$ cat config.mk
export PLATFORM = sky130hd
export DESIGN_NAME = sync_header_length_framer
export DESIGN_NICKNAME = d
export VERILOG_FILES = /design/src/design/shlf_pkg.sv /design/src/design/sync_header_length_framer.sv /design/src/design/shlf_cfg.sv /design/src/design/shlf_engine.sv
export VERILOG_INCLUDE_DIRS = /design/src /design/src/design
export SDC_FILE = /design/constraint.sdc
export NUM_CORES = 1
export LEC_CHECK = 0
export ABC_AREA = 1
export CORE_MARGIN = 8
export CORE_UTILIZATION = 40
export CTS_BUF_LIST = sky130_fd_sc_hd__clkbuf_16
export CTS_CLUSTER_DIAMETER = 150
export DETAILED_ROUTE_END_ITERATION = 16
export DONT_BUFFER_PORTS = 1
export PLACE_DENSITY_LB_ADDON = 0.12
export SETUP_SLACK_MARGIN = 0.2
export SYNTH_ARGS = -nofsm -noshare
export SYNTH_HDL_FRONTEND = slang
export SYNTH_SLANG_ARGS = --single-unit
$ cat constraint.sdc
create_clock -name clk -period 2.4 [get_ports clk]
set_clock_uncertainty 0.1 [all_clocks]
set_input_delay 0.24 -clock clk [delete_from_list [all_inputs] [get_ports clk]]
set_output_delay 0.24 -clock clk [all_outputs]
set_load 0.005 [all_outputs]
$ cat src/design/sync_header_length_framer_assert.svh
// Assertion macros used by the framer engine module.
`ifndef SYNC_HEADER_LENGTH_FRAMER_ASSERT_SVH
`define SYNC_HEADER_LENGTH_FRAMER_ASSERT_SVH

// Condition must hold at every clock edge out of reset.
`define SHLF_ASSERT_ALWAYS(lbl, cond, msg) \
  lbl: assert property (@(posedge clk) disable iff (!rst_n) (cond)) else $error(msg);

// When pre holds, post must hold in the next cycle.
`define SHLF_ASSERT_NEXT(lbl, pre, post, msg) \
  lbl: assert property (@(posedge clk) disable iff (!rst_n) (pre) |=> (post)) else $error(msg);

`endif

$ cat src/design/shlf_pkg.sv
// Types and constants for the sync header length framer.
package shlf_pkg;

  localparam int unsigned HEADER_BYTES = 5;
  localparam int unsigned HC_W         = 3;

  localparam logic [7:0]  SYNC_BYTE    = 8'hFF;
  localparam logic [15:0] LEN_EXTRA    = 16'd2;

  localparam logic [7:0]  LOCAL_ADDR_RST   = 8'd255;
  localparam logic [7:0]  DOWN_ADDR_RST    = 8'd255;
  localparam logic [15:0] TIMEOUT_RST      = 16'd3000;

  localparam int unsigned PADDR_W = 4;
  localparam int unsigned PDATA_W = 32;

  typedef enum logic [1:0] {
    REG_LOCAL_ADDR = 2'd0,
    REG_DOWN_ADDR  = 2'd1,
    REG_TIMEOUT    = 2'd2,
    REG_UNUSED     = 2'd3
  } reg_idx_t;

  typedef enum logic {
    OP_BYTE = 1'b0,
    OP_TICK = 1'b1
  } opcode_t;

  typedef enum logic [1:0] {
    PH_IDLE = 2'd0,
    PH_HEAD = 2'd1,
    PH_DATA = 2'd2
  } phase_t;

  typedef enum logic [2:0] {
    ST_IGNORED = 3'd0,
    ST_SYNC    = 3'd1,
    ST_HEADER  = 3'd2,
    ST_DATA    = 3'd3,
    ST_DONE    = 3'd4,
    ST_REJECT  = 3'd5,
    ST_TIMEOUT = 3'd6
  } status_t;

  typedef struct packed {
    logic       opcode;
    logic [7:0] data_byte;
  } shlf_in_t;

  typedef struct packed {
    status_t     status;
    logic [7:0]  byte_out;
    logic [15:0] frame_length;
  } shlf_out_t;

  typedef struct packed {
    logic [7:0]  local_address;
    logic [7:0]  down_address;
    logic [15:0] timeout_ticks;
  } shlf_cfg_t;

endpackage

$ cat src/design/sync_header_length_framer.sv
// Throughput: one beat per cycle, bytes and ticks alike; only out_ready stalls it.
// Input register feeds the frame engine, whose step writes the result register for out_valid.
// Reset (rst_n low, synchronous) empties both registers, idles the engine with its
// timer disarmed and restores local/down address 255 and a 3000 tick timeout.
module sync_header_length_framer
  import shlf_pkg::*;
(
  input  logic               clk,
  input  logic               rst_n,
  input  logic               in_valid,
  output logic               in_ready,
  input  shlf_in_t           in_data,
  output logic               out_valid,
  input  logic               out_ready,
  output shlf_out_t          out_data,
  input  logic               psel,
  input  logic               penable,
  input  logic               pwrite,
  input  logic [PADDR_W-1:0] paddr,
  input  logic [PDATA_W-1:0] pwdata,
  output logic [PDATA_W-1:0] prdata,
  output logic               pready
);

  shlf_cfg_t cfg;

  // input stage: holds one beat for the engine
  logic      s1_valid_r;
  shlf_in_t  s1_item_r;
  // result stage: holds one finished beat for the consumer
  logic      out_valid_r;
  shlf_out_t out_data_r;

  logic      out_free;
  logic      step_en;
  shlf_out_t result;

  // result slot can take a beat when empty or being drained this cycle
  assign out_free = !out_valid_r || out_ready;
  // input slot refills when empty or when its beat moves on to the engine
  assign in_ready = !s1_valid_r || out_free;
  // the engine steps (and updates its state) exactly when a beat moves forward
  assign step_en  = s1_valid_r && out_free;

  shlf_cfg u_cfg (
    .clk     (clk),
    .rst_n   (rst_n),
    .psel    (psel),
    .penable (penable),
    .pwrite  (pwrite),
    .paddr   (paddr),
    .pwdata  (pwdata),
    .prdata  (prdata),
    .pready  (pready),
    .cfg     (cfg)
  );

  shlf_engine u_engine (
    .clk     (clk),
    .rst_n   (rst_n),
    .step_en (step_en),
    .item    (s1_item_r),
    .cfg     (cfg),
    .result  (result)
  );

  // control flops
  always_ff @(posedge clk) begin
    if (!rst_n) begin
      s1_valid_r  <= 1'b0;
      out_valid_r <= 1'b0;
    end else begin
      if (in_ready) s1_valid_r <= in_valid;
      if (out_free) out_valid_r <= s1_valid_r;
    end
  end

  // payload flops, no reset needed
  always_ff @(posedge clk) begin
    if (in_valid && in_ready) s1_item_r <= in_data;
    if (step_en) out_data_r <= result;
  end

  assign out_valid = out_valid_r;
  assign out_data  = out_data_r;

endmodule

$ cat src/design/shlf_cfg.sv
// APB-style register file holding the framer configuration.
module shlf_cfg
  import shlf_pkg::*;
(
  input  logic               clk,
  input  logic               rst_n,
  input  logic               psel,
  input  logic               penable,
  input  logic               pwrite,
  input  logic [PADDR_W-1:0] paddr,
  input  logic [PDATA_W-1:0] pwdata,
  output logic [PDATA_W-1:0] prdata,
  output logic               pready,
  output shlf_cfg_t          cfg
);

  shlf_cfg_t cfg_r;
  reg_idx_t  idx;
  logic      wr_en;

  assign idx    = reg_idx_t'(paddr[3:2]);
  assign wr_en  = psel & penable & pwrite;
  assign pready = 1'b1;
  assign cfg    = cfg_r;

  always_ff @(posedge clk) begin
    if (!rst_n) begin
      cfg_r.local_address <= LOCAL_ADDR_RST;
      cfg_r.down_address  <= DOWN_ADDR_RST;
      cfg_r.timeout_ticks <= TIMEOUT_RST;
    end else if (wr_en) begin
      unique case (idx)
        REG_LOCAL_ADDR: cfg_r.local_address <= pwdata[7:0];
        REG_DOWN_ADDR:  cfg_r.down_address  <= pwdata[7:0];
        REG_TIMEOUT:    cfg_r.timeout_ticks <= pwdata[15:0];
        default: ;
      endcase
    end
  end

  always_comb begin
    unique case (idx)
      REG_LOCAL_ADDR: prdata = {24'd0, cfg_r.local_address};
      REG_DOWN_ADDR:  prdata = {24'd0, cfg_r.down_address};
      REG_TIMEOUT:    prdata = {16'd0, cfg_r.timeout_ticks};
      default:        prdata = '0;
    endcase
  end

endmodule

$ cat src/design/shlf_engine.sv
// Frame state machine, header checks, data count and tick timer.
`include "sync_header_length_framer_assert.svh"

module shlf_engine
  import shlf_pkg::*;
(
  input  logic      clk,
  input  logic      rst_n,
  input  logic      step_en,
  input  shlf_in_t  item,
  input  shlf_cfg_t cfg,
  output shlf_out_t result
);

  phase_t          phase_r, phase_nxt;
  logic [HC_W-1:0] header_count_r, header_count_nxt;
  logic            address_ok_r, address_ok_nxt;
  logic [7:0]      length_high_r, length_high_nxt;
  logic [15:0]     data_remaining_r, data_remaining_nxt;
  logic [15:0]     timer_count_r, timer_count_nxt;
  logic            timer_armed_r, timer_armed_nxt;

  logic [7:0]      b;
  logic            addr_ok_upd;
  logic [7:0]      len_hi_upd;
  logic            last_hdr;
  logic [15:0]     frame_len;

  assign b = item.data_byte;

  // address and length byte as they stand after this header byte
  always_comb begin
    addr_ok_upd = address_ok_r;
    len_hi_upd  = length_high_r;
    if (header_count_r == HC_W'(1) && b != cfg.down_address) addr_ok_upd = 1'b0;
    if (header_count_r == HC_W'(2) && b != cfg.local_address) addr_ok_upd = 1'b0;
    if (header_count_r == HC_W'(3)) len_hi_upd = b;
  end

  assign last_hdr  = header_count_r >= HC_W'(HEADER_BYTES - 1);
  assign frame_len = {len_hi_upd, b} + LEN_EXTRA;

  always_comb begin
    phase_nxt          = phase_r;
    header_count_nxt   = header_count_r;
    address_ok_nxt     = address_ok_r;
    length_high_nxt    = length_high_r;
    data_remaining_nxt = data_remaining_r;
    timer_count_nxt    = timer_count_r;
    timer_armed_nxt    = timer_armed_r;
    result.status       = ST_IGNORED;
    result.byte_out     = b;
    result.frame_length = '0;

    if (opcode_t'(item.opcode) == OP_TICK) begin
      result.byte_out = '0;
      if (timer_armed_r) begin
        if (timer_count_r <= 16'd1) begin
          timer_count_nxt = '0;
          timer_armed_nxt = 1'b0;
          phase_nxt       = PH_IDLE;
          result.status   = ST_TIMEOUT;
        end else begin
          timer_count_nxt = timer_count_r - 16'd1;
        end
      end
    end else begin
      unique case (phase_r)
        PH_HEAD: begin
          timer_count_nxt  = cfg.timeout_ticks;
          timer_armed_nxt  = 1'b1;
          address_ok_nxt   = addr_ok_upd;
          length_high_nxt  = len_hi_upd;
          header_count_nxt = header_count_r + HC_W'(1);
          result.status    = ST_HEADER;
          if (last_hdr) begin
            header_count_nxt = '0;
            if (!addr_ok_upd || len_hi_upd[7]) begin
              phase_nxt     = PH_IDLE;
              result.status = ST_REJECT;
            end else begin
              data_remaining_nxt  = frame_len;
              phase_nxt           = PH_DATA;
              result.frame_length = frame_len;
            end
          end
        end
        PH_DATA: begin
          if (data_remaining_r <= 16'd1) begin
            data_remaining_nxt = '0;
            phase_nxt          = PH_IDLE;
            timer_armed_nxt    = 1'b0;
            timer_count_nxt    = '0;
            result.status      = ST_DONE;
          end else begin
            data_remaining_nxt = data_remaining_r - 16'd1;
            result.status      = ST_DATA;
          end
        end
        default: begin
          phase_nxt = PH_IDLE;
          if (b == SYNC_BYTE) begin
            phase_nxt          = PH_HEAD;
            header_count_nxt   = '0;
            address_ok_nxt     = 1'b1;
            length_high_nxt    = '0;
            data_remaining_nxt = '0;
            result.status      = ST_SYNC;
          end
        end
      endcase
    end
  end

  always_ff @(posedge clk) begin
    if (!rst_n) begin
      phase_r          <= PH_IDLE;
      header_count_r   <= '0;
      address_ok_r     <= 1'b1;
      length_high_r    <= '0;
      data_remaining_r <= '0;
      timer_count_r    <= '0;
      timer_armed_r    <= 1'b0;
    end else if (step_en) begin
      phase_r          <= phase_nxt;
      header_count_r   <= header_count_nxt;
      address_ok_r     <= address_ok_nxt;
      length_high_r    <= length_high_nxt;
      data_remaining_r <= data_remaining_nxt;
      timer_count_r    <= timer_count_nxt;
      timer_armed_r    <= timer_armed_nxt;
    end
  end

  `SHLF_ASSERT_ALWAYS(a_hdr_count_range, header_count_r < HC_W'(HEADER_BYTES), "header count overrun")
  `SHLF_ASSERT_ALWAYS(a_data_nonzero, phase_r != PH_DATA || data_remaining_r != 16'd0, "empty data count in data phase")
  `SHLF_ASSERT_ALWAYS(a_data_armed, phase_r != PH_DATA || timer_armed_r, "data phase without running timer")
  `SHLF_ASSERT_NEXT(a_done_idle, step_en && result.status == ST_DONE, phase_r == PH_IDLE && !timer_armed_r, "frame complete left block busy")

endmodule

==> run summary, run 1 <==
Seq cells post-synth = 117
Final wirelength = 18100 um
Worst Path Arrival = 2.34 ns
Yosys cell types = 42
CTS tree = built
FF/Latch Area = 0.00270 mm^2
Starting density of the core = 40.7%
Final layout net count = 994
Final setup margin = 0.299 ns
Fill cells = 1544
Met1 Use GR = 22.1%
Final period util = 87.5%
Syn avg cell area = 7.38 um^2
H-tree levels = 4
Primary FF master, synth = dfxtp_1
Row cnt = 46
DR vias/cell = 5.03
Slew @ Worst Pin = 0.604 ns
RSZ-0062 raised after global routing = yes
DP Area = 0.00664 mm^2
CTS root buf = clkbuf_16
Post-Syn Area = 0.00642 mm^2
Status = complete, no violations
Share of layout cells above drive strength 1 = 12.1%
Placeable Area = 0.0158 mm^2
Grt ovf = 0
Remaining antenna violation count = 0
DRT iter0 DRCs = 394
FF-to-FF path depth = 14
Tot GR Track Use = 18.0%
R2R Setup Slk = 0.30 ns
Setup violators final = 0
Register area share after synthesis = 42.1%
Final setup TNS = 0 ns
Async SR Flop Fraction = 0%
Die H = 143 um
Global-route wire length before repair = 28500 um
Hold Slack = 0.00962 ns
Final Max Slew Viols = 0
Max Cap Violations = 0
DP Wirelength = 13000 um
Largest net degree at the start of global routing = 49
Vias = 5840
Multi-input gate area = 0.00322 mm^2
Worst-case clock buffer depth = 2
Commonest non-fill, non-tap cell in the layout = nand2_1
Ys Warns = 0
Post-synth EDFFs = 36
Simple-gate share of the synthesized area = 27.3%
Worst vdd ir = 0.000455 V
Die X = 143 um
Relative slew slack = 59.6%
Pwr dens = 680 mW/mm^2
Hold Fails Final Rpt = 0
Post-synthesis compound-gate area fraction = 14.0%
Min-delay src = rst_n
Num ports = 114
Maximum fanout along the worst path = 14
Layout Area Growth over Synthesis = 21.6%
CP Capture Type = register
Antenna violations before repair = 1
GR Util met3 = 4.61%
Number of cells on the worst hold path = 2
FF-to-FF End = u_engine.timer_count_r[7]
Hold Path End = u_cfg.cfg[30]
Critical path data required time = 2.64 ns
Total power = 5.30 mW
I/O Buffers = 0
Clk_lat worst skew = 0.42 ns
Class of the worst hold path = input port to register
Startpoint Class = register
Main combinational cell family by area after synthesis = simple AND/OR/NAND/NOR gates
Syn Inst Count = 870
Die ar. = 0.0204 mm^2
Leak Pwr = 3.35 nW
Most frequent cells in the layout = nand2_1, nor2_1, inv_1
Final worst path period need = 2.10 ns
Routability cong. = 0.890
Vias in the first global route = 5389
Synth Area in XOR/XNOR = 4.50%
Drt pass-1 iters = 6
Pre-CTS setup slack = 0.247 ns
Crit path kind = register to register
Post-synthesis mux area share = 0%
Max Fclk = 476 MHz
Reg2reg start = u_engine.data_remaining_r[0]
TritonCTS Buffers = 17
CTS clk-pin slew, worst paths = 0.05 ns
Avg WL per Cell = 15.6 um
Final Cell Area = 0.00780 mm^2
DRC errors left = 0
GR peak layer = met2
Met2 GRT Util = 29.1%
Adder-cell share of the synthesized area = 2.14%
Clock Sinks = 117
[flip-flops by register name (all words and copies together), names as in the netlist]
register                   count
u_engine.phase_r               2
out_valid                      1
u_engine.length_high_r         8
u_engine.timer_armed_r         1
s1_valid_r                     1
u_engine.data_remaining_r     16
u_engine.timer_count_r        16
u_engine.header_count_r        3
out_data                      27
u_cfg.cfg                     32
u_engine.address_ok_r          1
s1_item_r                      9
[routing by layer]
metal  up-vias  wire length [um]
met4         0               456
li1       2951                 -
met1      2692              8170
met3        34               853
met5         -                 0
met2       163              8660
[power breakdown]
group          leakage [nW]  switching [mW]  internal, mW  total [mW]
logic                  2.05           0.349         0.209       0.558
clock network         0.299           0.900          1.70        2.60
registers              1.01          0.0435          2.10        2.14
total                  3.35            1.29          4.01        5.30
[worst max-delay path, stage by stage, from the launching register on]
cell and delay [ns]:
dfxtp_1 0.37, inv_2 0.07, ha_2 0.20, o21ai_0 0.17
nor2_1 0.09, nand2_2 0.08, nand2_4 0.08, inv_4 0.15
nand2_4 0.06, nand2_4 0.07, a21oi_4 0.04, buf_4 0.15
nand2_4 0.16, nand2_1 0.07, a21oi_1 0.16
[per-stage QoR]
stage	cells	utilization [%]
after detailed placement	1074	42.1
after global placement	1074	42.1
final	1161	49.5
after CTS	1135	47.8
after global routing	1161	49.5
after floorplan	885	-
[worst max path at each step]
| stage | start | to | slack, ns | cells after the start |
|---|---|---|---|---|
| 2_1_floorplan | out_valid | u_engine.timer_count_r[13] | 0.39 | 9 |
| 3_3_place_gp | u_engine.data_remaining_r[0] | u_engine.timer_count_r[10] | 0.28 | 13 |
| 3_5_place_dp | u_engine.data_remaining_r[0] | u_engine.timer_count_r[10] | 0.25 | 13 |
| 4_1_cts | s1_item_r[2] | u_engine.data_remaining_r[11] | 0.24 | 9 |
| 5_1_grt | u_engine.header_count_r[0] | u_engine.data_remaining_r[12] | 0.13 | 13 |
| 6_report | u_engine.data_remaining_r[0] | u_engine.timer_count_r[7] | 0.30 | 14 |
[synthesized netlist by cell type (8+ instances only)]
library cell / n / area [um^2]
a21oi_1: 64 / 320
buf_2: 9 / 45.0
buf_4: 18 / 135
clkbuf_1: 16 / 60.1
dfxtp_1: 81 / 1620
edfxtp_1: 36 / 1080
ha_1: 11 / 138
inv_1: 91 / 342
nand2_1: 200 / 751
nand3_1: 64 / 320
nor2_1: 112 / 420
nor3_1: 8 / 40.0
o211ai_1: 15 / 113
o21ai_0: 26 / 130
o22ai_1: 17 / 106
xnor2_1: 16 / 140
xor2_1: 17 / 149
[what timing repair did]
action | CTS | global route
gates resized for setup | 0 | 27
hold buffers | 29 | 0
setup endpoints to repair | 0 | 63
hold endpoints to repair | 59 | 0
setup buffers | 0 | 24
[final cells by class]
cell class / count / share of cell area, %
Antenna cell: 1 / 0.0321
Clock buffer: 17 / 5.45
Clock inverter: 15 / 2.18
Inverter: 96 / 4.65
Multi-Input combinational cell: 625 / 41.3
Sequential cell: 117 / 34.6
Tap cell: 216 / 3.46
Timing Repair Buffer: 74 / 8.27
[cells by family (layout without fill, tap and decap cells)]
family / after synthesis / count (layout)
XOR/XNOR: 33 / 33
flip-flops: 117 / 117
AO/OA/AOI/OAI: 151 / 151
adder cells (fa/ha/maj): 11 / 11
buffers and inverters: 144 / 202
AND/OR/NAND/NOR: 412 / 413
other: 2 / 18
Power figures use the tool's default switching activity.
==> run 2, diff against run 1 <==
- SYNTH_HIERARCHICAL: not set -> 1
==> run 2 against run 1 <==
Non-clock buffer count is 10 lower. Count of clock-buffer cells in the layout stayed put. Worst setup slack worse by 0.069 ns. Utilization is 0.81 points lower. First-iteration DRC count is 7.9% lower. Combinational power is 3% higher. Power is 2.3% lower. Worst hold slack better by 0.022 ns. Via count is 3.7% higher. Die area is 4.4% higher. Largest power group unchanged. Final area is 3.1% higher. Register-to-register slack worse by 0.07 ns.
==> run summary, run 2 <==
Comb power frac = 11.1% (+0.6 points)
Die X = 146 um (+2.2%)
Commonest non-fill, non-tap cell in the layout = nand2_1
Row cnt = 47 (+2.2%)
Primary FF master, synth = dfxtp_1
DRC errors left = 0 (unchanged)
R2R Setup Slk = 0.23 ns (-0.07 ns)
Top post-synthesis cells by count = nand2_1, nor2_1, inv_1, nand3_1, dfxtp_1
Remaining antenna violation count = 0 (unchanged)
Synth area leaders = dfxtp_1, nand2_1, edfxtp_1
Relative slew slack = 56.6% (-2.9 points)
Sequential Power Share = 41.5% (+1.1 points)
Startpoint Class = register
Hold Path End = u_cfg/cfg[15]
Maximum fanout along the worst path = 8 (-6)
Avg WL per Cell = 14.5 um (-7.4%)
Post-Syn Area = 0.00674 mm^2 (+5.0%)
Worst Path Arrival = 2.33 ns (about the same)
Num ports = 114 (unchanged)
Worst-case clock buffer depth = 2 (unchanged)
FF-to-FF path depth = 10 (-4)
Max reg flops = 32 (unchanged)
Max Cap Violations = 0 (unchanged)
Number of cells on the worst hold path = 4 (+2)
Clk_lat worst skew = 0.42 ns (about the same)
Final worst path period need = 2.17 ns (+0.0690 ns)
Final wirelength = 18100 um (-0.21%)
Tot GR Track Use = 17.2% (-0.74 points)
Placeable Area = 0.0165 mm^2 (+4.8%)
Syn Inst Count = 966 (+11%)
Final layout net count = 1081 (+8.8%)
Setup violators final = 0 (unchanged)
Worst vdd ir = 0.000469 V (+3.1%)
Fill cells = 1697 (+9.9%)
Critical path data required time = 2.56 ns (-0.08 ns)
Share of layout cells above drive strength 1 = 13.5% (+1.4 points)
Routability cong. = 0.816 (-8.3%)
Layout Area Growth over Synthesis = 19.4%
Status = complete, no violations
Cell with the most instances after synthesis = nand2_1
Pwr dens = 644 mW/mm^2 (-5.3%)
Min-delay src = paddr[2]
Final period util = 90.4% (+2.9 points)
RSZ-0062 raised after global routing = yes
Grt ovf = 0 (unchanged)
P_sw = 1.35 mW (+4.5%)
Die H = 146 um (+2.2%)
Slew @ Worst Pin = 0.648 ns (+0.0440 ns)
Crit path kind = register to register
Starting density of the core = 40.8% (+0.065 points)
Antenna violations before repair = 0 (-1)
Hold Fails Final Rpt = 0 (unchanged)
Vias in the first global route = 5668 (+5.2%)
DRT iter0 DRCs = 363 (-7.9%)
Class of the worst hold path = input port to register
Largest net degree at the start of global routing = 54 (+10%)
Ys Warns = 6 (+6)
CTS clk-pin slew, worst paths = 0.06 ns (about the same)
Max Fclk = 461 MHz (-3.2%)
I/O Buffers = 0 (unchanged)
Async SR Flop Fraction = 0% (unchanged)
Yosys cell types = 44 (+4.8%)
H-tree levels = 4 (unchanged)
Final setup TNS = 0 ns (unchanged)
Synth area leader = dfxtp_1
CTS root buf = clkbuf_16
Int Power = 3.83 mW (-4.6%)
DP Wirelength = 13000 um (-0.27%)
CP Capture Type = register
Reg2reg start = s1_item_r[2]
N_diodes = 0 (-1)
Drt pass-1 iters = 6 (unchanged)
Seq cells post-synth = 117 (unchanged)
DR vias/cell = 4.84 (-3.7%)
Register area share after synthesis = 40.1% (-2.0 points)
Final Max Slew Viols = 0 (unchanged)
Post-layout util = 48.7% (-0.81 points)
Most frequent cells in the layout = nand2_1, nor2_1, inv_1
Vias = 6057 (+3.7%)
Die ar. = 0.0212 mm^2 (+4.4%)
Clock Sinks = 117 (unchanged)
Post-synth EDFFs = 36 (unchanged)
FF-to-FF End = out_data[14]
Leak Pwr = 3.64 nW (+8.6%)
Switch share = 26.1% (+1.7 points)
Synth top area share = 24.1% (-1.2 points)
TritonCTS Buffers = 17 (unchanged)
Clk pwr share = 47.4% (-1.7 points)
Syn avg cell area = 6.97 um^2 (-5.5%)
Global-route wire length before repair = 29800 um (+4.4%)
CTS tree = built
==> run 2: cell count changes after synthesis, sizes merged, moves of 7 or more <==
cell	change
o22ai	-16
a21oi	-20
nand3	+22
o221ai	-7
nor2	+33
nand2	+104
o211ai	-15
==> run 2: worst max-delay path by stage <==
| stage | start | endpoint | cells past startpoint |
|---|---|---|---|
| 2_1_floorplan | out_valid | u_engine/length_high_r[0] | 7 |
| 3_3_place_gp | s1_item_r[1] | out_data[13] | 9 |
| 3_5_place_dp | s1_item_r[1] | out_data[12] | 9 |
| 4_1_cts | s1_item_r[2] | u_engine/data_remaining_r[13] | 11 |
| 5_1_grt | s1_item_r[2] | out_data[13] | 10 |
| 6_report | s1_item_r[2] | out_data[14] | 10 |
==> run 2: cells by family (layout without fill, tap and decap cells) <==
| kind of cell | after synthesis | in the layout | share of synthesized area (%) |
|---|---|---|---|
| other | 2 | 17 | 0.112 |
| adder cells (fa/ha/maj) | 11 | 11 | 2.04 |
| AND/OR/NAND/NOR | 567 | 568 | 35.6 |
| AO/OA/AOI/OAI | 84 | 84 | 7.12 |
| buffers and inverters | 149 | 198 | 10.3 |
| flip-flops | 117 | 117 | 40.1 |
| XOR/XNOR | 36 | 36 | 4.68 |
==> run 2: stage by stage <==
stage | worst slack [ns] | instance area, um^2 | std cells | power [mW] | hold slack (ns)
after floorplan | 0.440 | 6800 | 981 | 2.57 | 0.239
after global routing | 0.132 | 8040 | 1251 | 5.40 | 0.0383
after detailed placement | 0.117 | 6920 | 1172 | 2.68 | 0.239
after CTS | 0.200 | 7820 | 1237 | 5.20 | 0.0187
final | 0.230 | 8040 | 1251 | 5.18 | 0.0318
after global placement | 0.144 | 6920 | 1172 | 2.68 | 0.239
==> run 2: cell type report <==
| class | count | area, um^2 | share of cell area [%] |
|---|---|---|---|
| clock buffers | 17 | 425 | 5.29 |
| flip-flops and latches | 117 | 2710 | 33.6 |
| repair buffers | 64 | 587 | 7.30 |
| multi-input cells | 716 | 3520 | 43.7 |
| well taps | 220 | 275 | 3.42 |
| clock inverters | 15 | 140 | 1.74 |
| inverters | 102 | 390 | 4.85 |
==> run 2: power groups by stage <==
stage | Sequential, mW | Combinational (mW) | Clock (mW)
final | 2.15 | 0.575 | 2.45
after global placement | 2.20 | 0.473 | 0
after detailed placement | 2.20 | 0.472 | 0
after floorplan | 2.17 | 0.399 | 0
after CTS | 2.16 | 0.545 | 2.50
after global routing | 2.16 | 0.655 | 2.58
==> run 2: layer usage <==
metal | track usage, % | up-vias | share of wire (%)
li1 | - | 3119 | -
met1 | 21.9 | 2770 | 47
met2 | 27.7 | 146 | 47
met3 | 4.29 | 22 | 5.0
met4 | 6.19 | 0 | 1.8
met5 | 0 | - | 0
==> run 2: critical path, cell delays in order (launching register included) <==
cell      delay [ns]
edfxtp_1        0.44
buf_4           0.17
xnor2_1         0.14
nand2_1         0.07
nor2_1          0.08
nand2_1         0.08
nand2_2         0.08
nand3_4         0.10
nor3_4          0.34
nand3_4         0.24
a21oi_2         0.17
==> run 2: what timing repair did <==
action	CTS	global route
hold endpoints to repair	63	0
setup buffers	4	13
setup endpoints to repair	20	45
hold buffers	29	0
gates cloned	0	1
pin swaps	0	3
resized for setup	1	36
